--- src/rtl/core/ctf_pkg.sv ---
`default_nettype none

package ctf_pkg;

    // Register indexes on the configuration port
    localparam int CFG_IDX_W = 3;
    typedef enum logic [CFG_IDX_W-1:0] {
        REG_ROLL_WEIGHT   = 3'd0,
        REG_PITCH_WEIGHT  = 3'd1,
        REG_GYRO_OFFSET_X = 3'd2,
        REG_GYRO_OFFSET_Y = 3'd3
    } ctf_reg_t;

    localparam logic [15:0] WEIGHT_RESET = 16'd52429;

    // One input word, accel_x in the lowest bits and elapsed_us in the highest
    typedef struct packed {
        logic [19:0]        elapsed_us;
        logic signed [15:0] gyro_y;
        logic signed [15:0] gyro_x;
        logic signed [15:0] accel_z;
        logic signed [15:0] accel_y;
        logic signed [15:0] accel_x;
    } ctf_item_t;

    localparam int ITEM_W  = $bits(ctf_item_t);
    localparam int IN_TD_W = ((ITEM_W + 7) / 8) * 8;

    // One result word, roll_angle in the lowest bits and accel_pitch in the highest
    typedef struct packed {
        logic signed [15:0] accel_pitch;
        logic signed [15:0] accel_roll;
        logic signed [15:0] pitch_angle;
        logic signed [15:0] roll_angle;
    } ctf_result_t;

    typedef struct packed {
        logic [15:0]        roll_weight;
        logic [15:0]        pitch_weight;
        logic signed [15:0] gyro_offset_x;
        logic signed [15:0] gyro_offset_y;
    } ctf_cfg_t;

    localparam int MAX_STEPS = 24;

    // Arctangent of 2^-i in radians, Q30, truncated
    function automatic logic [29:0] ctf_atan(input logic [4:0] idx);
        logic [29:0] v;
        case (idx)
            5'd0:    v = 30'd843314856;
            5'd1:    v = 30'd497837829;
            5'd2:    v = 30'd263043836;
            5'd3:    v = 30'd133525158;
            5'd4:    v = 30'd67021686;
            5'd5:    v = 30'd33543515;
            5'd6:    v = 30'd16775850;
            5'd7:    v = 30'd8388437;
            5'd8:    v = 30'd4194282;
            5'd9:    v = 30'd2097149;
            5'd10:   v = 30'd1048575;
            5'd11:   v = 30'd524287;
            5'd12:   v = 30'd262143;
            5'd13:   v = 30'd131071;
            5'd14:   v = 30'd65535;
            5'd15:   v = 30'd32767;
            5'd16:   v = 30'd16383;
            5'd17:   v = 30'd8191;
            5'd18:   v = 30'd4095;
            5'd19:   v = 30'd2047;
            5'd20:   v = 30'd1023;
            5'd21:   v = 30'd511;
            5'd22:   v = 30'd255;
            5'd23:   v = 30'd127;
            default: v = 30'd0;
        endcase
        return v;
    endfunction

endpackage

`default_nettype wire

--- src/rtl/core/ctf_queue.sv ---
`default_nettype none

// Two-word queue between the input side and the compute engine
module ctf_queue
(
    input  wire logic                  clk,
    input  wire logic                  rst_n,
    input  wire logic                  in_valid,
    output logic                       in_ready,
    input  wire ctf_pkg::ctf_item_t    in_item,
    output logic                       out_valid,
    input  wire logic                  out_ready,
    output ctf_pkg::ctf_item_t         out_item
);
    import ctf_pkg::*;

    ctf_item_t  slot_reg [2];
    logic       wr_ptr_reg, wr_ptr_next;
    logic       rd_ptr_reg, rd_ptr_next;
    logic [1:0] count_reg, count_next;
    logic       push, pop;

    assign in_ready  = (count_reg != 2'd2);
    assign out_valid = (count_reg != 2'd0);
    assign out_item  = slot_reg[rd_ptr_reg];
    assign push      = in_valid && in_ready;
    assign pop       = out_valid && out_ready;

    // Advance pointers and fill count
    always_comb
    begin
        wr_ptr_next = push ? ~wr_ptr_reg : wr_ptr_reg;
        rd_ptr_next = pop ? ~rd_ptr_reg : rd_ptr_reg;
        count_next  = count_reg;
        if (push && !pop)
        begin
            count_next = count_reg + 2'd1;
        end
        else if (pop && !push)
        begin
            count_next = count_reg - 2'd1;
        end
    end

    always_ff @(posedge clk or negedge rst_n)
    begin
        if (!rst_n)
        begin
            wr_ptr_reg <= 1'b0;
            rd_ptr_reg <= 1'b0;
            count_reg  <= 2'd0;
        end
        else
        begin
            wr_ptr_reg <= wr_ptr_next;
            rd_ptr_reg <= rd_ptr_next;
            count_reg  <= count_next;
        end
    end

    // Store the incoming word
    always_ff @(posedge clk)
    begin
        if (push)
        begin
            slot_reg[wr_ptr_reg] <= in_item;
        end
    end

endmodule

`default_nettype wire

--- config.mk ---
export PLATFORM = sky130hd
export DESIGN_NAME = ctf_queue
export DESIGN_NICKNAME = d
export VERILOG_FILES = /design/src/rtl/core/ctf_pkg.sv /design/src/rtl/core/ctf_queue.sv
export SDC_FILE = /design/constraint.sdc
export NUM_CORES = 1
export LEC_CHECK = 0
export BUFFER_PORTS_ARGS = -buffer_cell sky130_fd_sc_hd__buf_2
export CAP_MARGIN = 10
export CORE_MARGIN = 2
export CORE_UTILIZATION = 52
export CTS_CLUSTER_SIZE = 10
export DETAILED_ROUTE_END_ITERATION = 7
export PLACE_DENSITY = 0.79
export SLEW_MARGIN = 20
export SYNTH_ARGS = -nofsm -noshare
export SYNTH_HDL_FRONTEND = slang
export SYNTH_SLANG_ARGS = --single-unit
--- constraint.sdc ---
create_clock -name clk -period 7.25 [get_ports clk]
set_clock_uncertainty 0.2 [all_clocks]
set_input_delay 0 -clock clk [delete_from_list [all_inputs] [get_ports clk]]
set_output_delay 0 -clock clk [all_outputs]
set_load 0.1 [all_outputs]
# Yosys cells after proc, flatten, opt, wreduce, memory -nomap -nowiden

Memory sizes are Yosys's and may differ from the RTL's.
Cells that the tools add are included.

Logic and storage cells: 21
Flip-flop bits (word level): 4
Memories kept: 1
Input port bits: 104
Memory bits (writable): 200

Reductions and logical operators: 8
Bitwise gates (word level): 2
Multiplexer cells: 4
Add/sub/neg operators: 2
Equality and inequality tests: 1

Memory list:

| name     | depth | width | read ports | clocked after Yosys merged registers in | write ports | line            | source |
|---|---|---|---|---|---|---|---|
| slot_reg | 2     | 100   | 1          | 0                                       | 1           | ctf_queue.sv:17 | `ctf_item_t slot_reg [2];` |

Operator list:

| operator              | number |
|---|---|
| $logic_and A1 B1 Y1   | 4 |
| $mux W2               | 2 |
| $reduce_bool A2 Y1    | 2 |
| $add A2 B1 Y2 const B | 1 |
| $logic_not A1 Y1      | 2 |
| $mux W1               | 2 |
| $ne A2 B2 Y1 const B  | 1 |
| $not A1 Y1            | 2 |
| $sub A2 B1 Y2 const B | 1 |

# Longest topological paths before layout

Depth in word-level cells: 6
Mapped depth: 7
Mapped depth without buffers: 7

# Worst setup path before layout

OpenSTA, ideal clock, no wires.

Kind: flip-flop to flip-flop
Start point: register count_reg[0]
End point: memory slot_reg[0][0] (netlist name) (enable)
Library setup time: 560 ps
Setup slack: 835 ps
Arrival: 5655 ps
Data required time: 6490 ps
Stages on the path, launching flop included: 4
Period minus slack after synthesis: 6415 ps
Path through: dfrtp_1 -> nand2b_1 -> nand2_1 -> nor2_1

Word-level cells in the longest chain between the ends: 4

RTL lines:

| element                       | line            | source |
|---|---|---|
| start, declared               | ctf_queue.sv:20 | `logic [1:0] count_reg, count_next;` |
| start signal, assigned        | ctf_queue.sv:57 | `count_reg <= count_next;` |
| $ne A2 B2 Y1                  | ctf_queue.sv:23 | `assign in_ready = (count_reg != 2'd2);` |
| named net in_ready            | ctf_queue.sv:9  | `output logic in_ready,` |
| $logic_and A1 B1 Y1           | ctf_queue.sv:26 | `assign push = in_valid && in_ready;` |
| $mux W1                       | ctf_queue.sv:64 | `if (push)` |
| $mux W1 (implied by the code) | ctf_queue.sv:66 | `slot_reg[wr_ptr_reg] <= in_item;` |
| end, declared                 | ctf_queue.sv:17 |  |

The timed path passes the listed nets, and every way through them passes these cells.

# Final worst setup path

Start point: register count_reg[0]
End point: memory slot_reg[0][29] (netlist name) (enable)

Word-level cells in the longest chain between the ends: 4

RTL lines:

| element                       | line |
|---|---|
| $ne A2 B2 Y1                  | ctf_queue.sv:23 |
| $logic_and A1 B1 Y1           | ctf_queue.sv:26 |
| $mux W1                       | ctf_queue.sv:64 |
| $mux W1 (implied by the code) | ctf_queue.sv:66 |

Every way passes these cells.

==> flow_summary.ini <==
[logic_synthesis]
synth-compound-area-share_pct = 0
ys_warn_count = 0
synth-seq-cells = 204
synthAdderAreaFrac_pct = 0.1592
synth_mux_area_share_pct = 18.62
yosysTopAreaCellShare_pct = 76.41
synth_xor_area_share_pct = 0.5571
synth_top_family_by_area = multiplexers
synth_top_cell_by_area = edfxtp_1
postSynthAreaPerCell_sq_um = 23.89
netlist_top_cells_area = edfxtp_1, mux2_4, buf_12
ys_seq_area_share_pct = 77.68
mappedNetlistArea_sq_um = 7860
synthSimpleGateAreaFrac_pct = 0.4298
ys_types = 16
synth_nets = 434
syn_inst = 329

[global_route]
grt_pass1_wl_microns = 23780
grt.total_usage_pct = 19.19
antenna_found_initial = 1
first_global_vias = 4532
grt_max_degree = 69
grt_overflow = 0

[drt]
drc = 0
wl_per_cell_microns = 18.70
vias = 4317
first_pass_iters = 4
via_per_inst = 5.002
wl_microns = 16130
drtIter0Drc = 289
antenna_left = 0

[sta]
layout_worst_path_cycle_share_pct = 41.04
setup_violations = 0
finalHoldViolations = 0
fmax_mhz = 336.1
fin_setup_tns_ps = 0
period_minus_slack_ps = 2975
slew_viol_final = 0
slew_headroom_pct = 34.71
worst_pin_slew_ps = 977.0
rsz0062_at_grt = false

[setup_path]
worstPathRequired_ps = 7160
path_max_fanout = 68
crit_type = register to register
rr_worst_depth = 4
rr_startpoint = count_reg[0]
cp_cell_sequence = nand2b_1, nand2_1, nor2_4, buf_4
cpMaxStageDelayCell = buf_4
slowest_delay_ps = 830
startpoint_type = register
r2r-end = slot_reg[0][29]
cp-end-kind = register
cp-startpoint = count_reg[0]
critical_path_arrival_ps = 2890
r2r_setup_slack_ps = 4270

[floorplan]
initial_core_util_pct = 53.67
fp.dieArea_sq_um = 16120
fp-row-count = 44
die_h_microns = 126.9
ios = 206
core-area_sq_um = 14640
die_w_microns = 126.9

[finish]
multi_input_area_sq_um = 1567
seq_area_sq_um = 6110
largest_reg_flops = 200
fin_nets = 766
final_common_cell = buf_2
layout-drive-gt1-share_pct = 49.93
antenna_cells_inserted = 0
fillers = 833
synthToLayoutAreaGrowth_pct = 36.90
layout_common_cells = buf_2, edfxtp_1, dlygate4sd3_1

[clocking]
root_buffer = clkbuf_16
path_clk_slew_ps = 60
cts_made_buffers = 24
tritoncts = built
clkLatencyLatePin_ps = 500
clk_path_buf_depth = 3
cts_sinks = 204
cts_resized = 0
htreeDepth = 1

[placement]
gp_congestion = 0.7165
port_buffers = 205
detailed_place_hpwl_microns = 8992

[outcome]
status = completed

[flow_run]
maxCapViolCount = 0

[hold_path]
min_path_type = input pin to register
worstHoldPathCells = 2
hp-start = in_item[33]
hold_end = slot_reg[1][33]
==> synthesized netlist by cell type <==
library cell / number
and3_1: 1
buf_12: 9
buf_2: 1
buf_6: 1
dfrtp_1: 4
edfxtp_1: 200
ha_1: 1
inv_1: 1
mux2_2: 10
mux2_4: 90
nand2_1: 2
nand2b_1: 1
nor2_1: 2
or2_2: 1
xnor2_1: 3
xor2_1: 2
==> worst max-delay path, delay by kind of cell (launching register included) <==
family / cells / cell delay (ps)
AND/OR/NAND/NOR: 3 / 1090
flip-flops: 1 / 410
buffers and inverters: 1 / 830
==> worst max path at each step <==
| stage | slack (ps) | cells past startpoint | endpoint |
|---|---|---|---|
| finish | 4270 | 4 | slot_reg[0][29] |
| global route | 4070 | 4 | slot_reg[0][25] |
| CTS | 3810 | 3 | out_item[44] |
| detailed placement | 4290 | 4 | slot_reg[0][70] |
| global placement | 4370 | 4 | slot_reg[0][1] |
| floorplan | 830 | 3 | slot_reg[0][0] |
==> stage by stage <==
stage / hold slack [ps] / std cells / instance area (sq um) / utilization [%] / setup slack [ps]
4_1_cts: 0.2703 / 862 / 10730 / 73.29 / 3812
3_3_place_gp: -391.6 / 710 / 8959 / 61.18 / 4374
2_1_floorplan: -495.6 / 329 / 7860 / - / 834.6
3_5_place_dp: -384.6 / 710 / 8959 / 61.18 / 4294
6_report: 17.24 / 863 / 10760 / 73.48 / 4275
5_1_grt: 7.267 / 863 / 10760 / 73.48 / 4073
==> area by class of cell <==
type	instances	share of cell area, %
clock buffer	42	6.209
clock inverter	2	0.2326
inverter	1	0.03488
multi-input combinational	113	14.56
sequential	204	56.78
tap	184	2.140
timing repair buffer	317	20.05
==> layer usage <==
metal  track usage (%)  part of all wire, %  vias up
met5                 0                0.081        -
met4             6.464                  2.4        2
met3             4.302                  6.0       37
met2             34.76                   53      173
met1             22.70                   39     2130
li1                  -                    -     1975
==> timing repair <==
action                    4_1_cts  5_1_grt
hold endpoints to repair      279        0
hold buffers                  108        0
buffers inserted                0        0
==> cells by family (layout without fill, tap and decap cells) <==
logic type | Yosys count | count (layout)
buffers and inverters | 12 | 362
AND/OR/NAND/NOR | 7 | 7
adder cells (fa/ha/maj) | 1 | 1
XOR/XNOR | 5 | 5
flip-flops | 204 | 204
multiplexers | 100 | 100
Power is not shown: default switching activity piles up to over one toggle a cycle in this logic, so the estimate is an artifact.
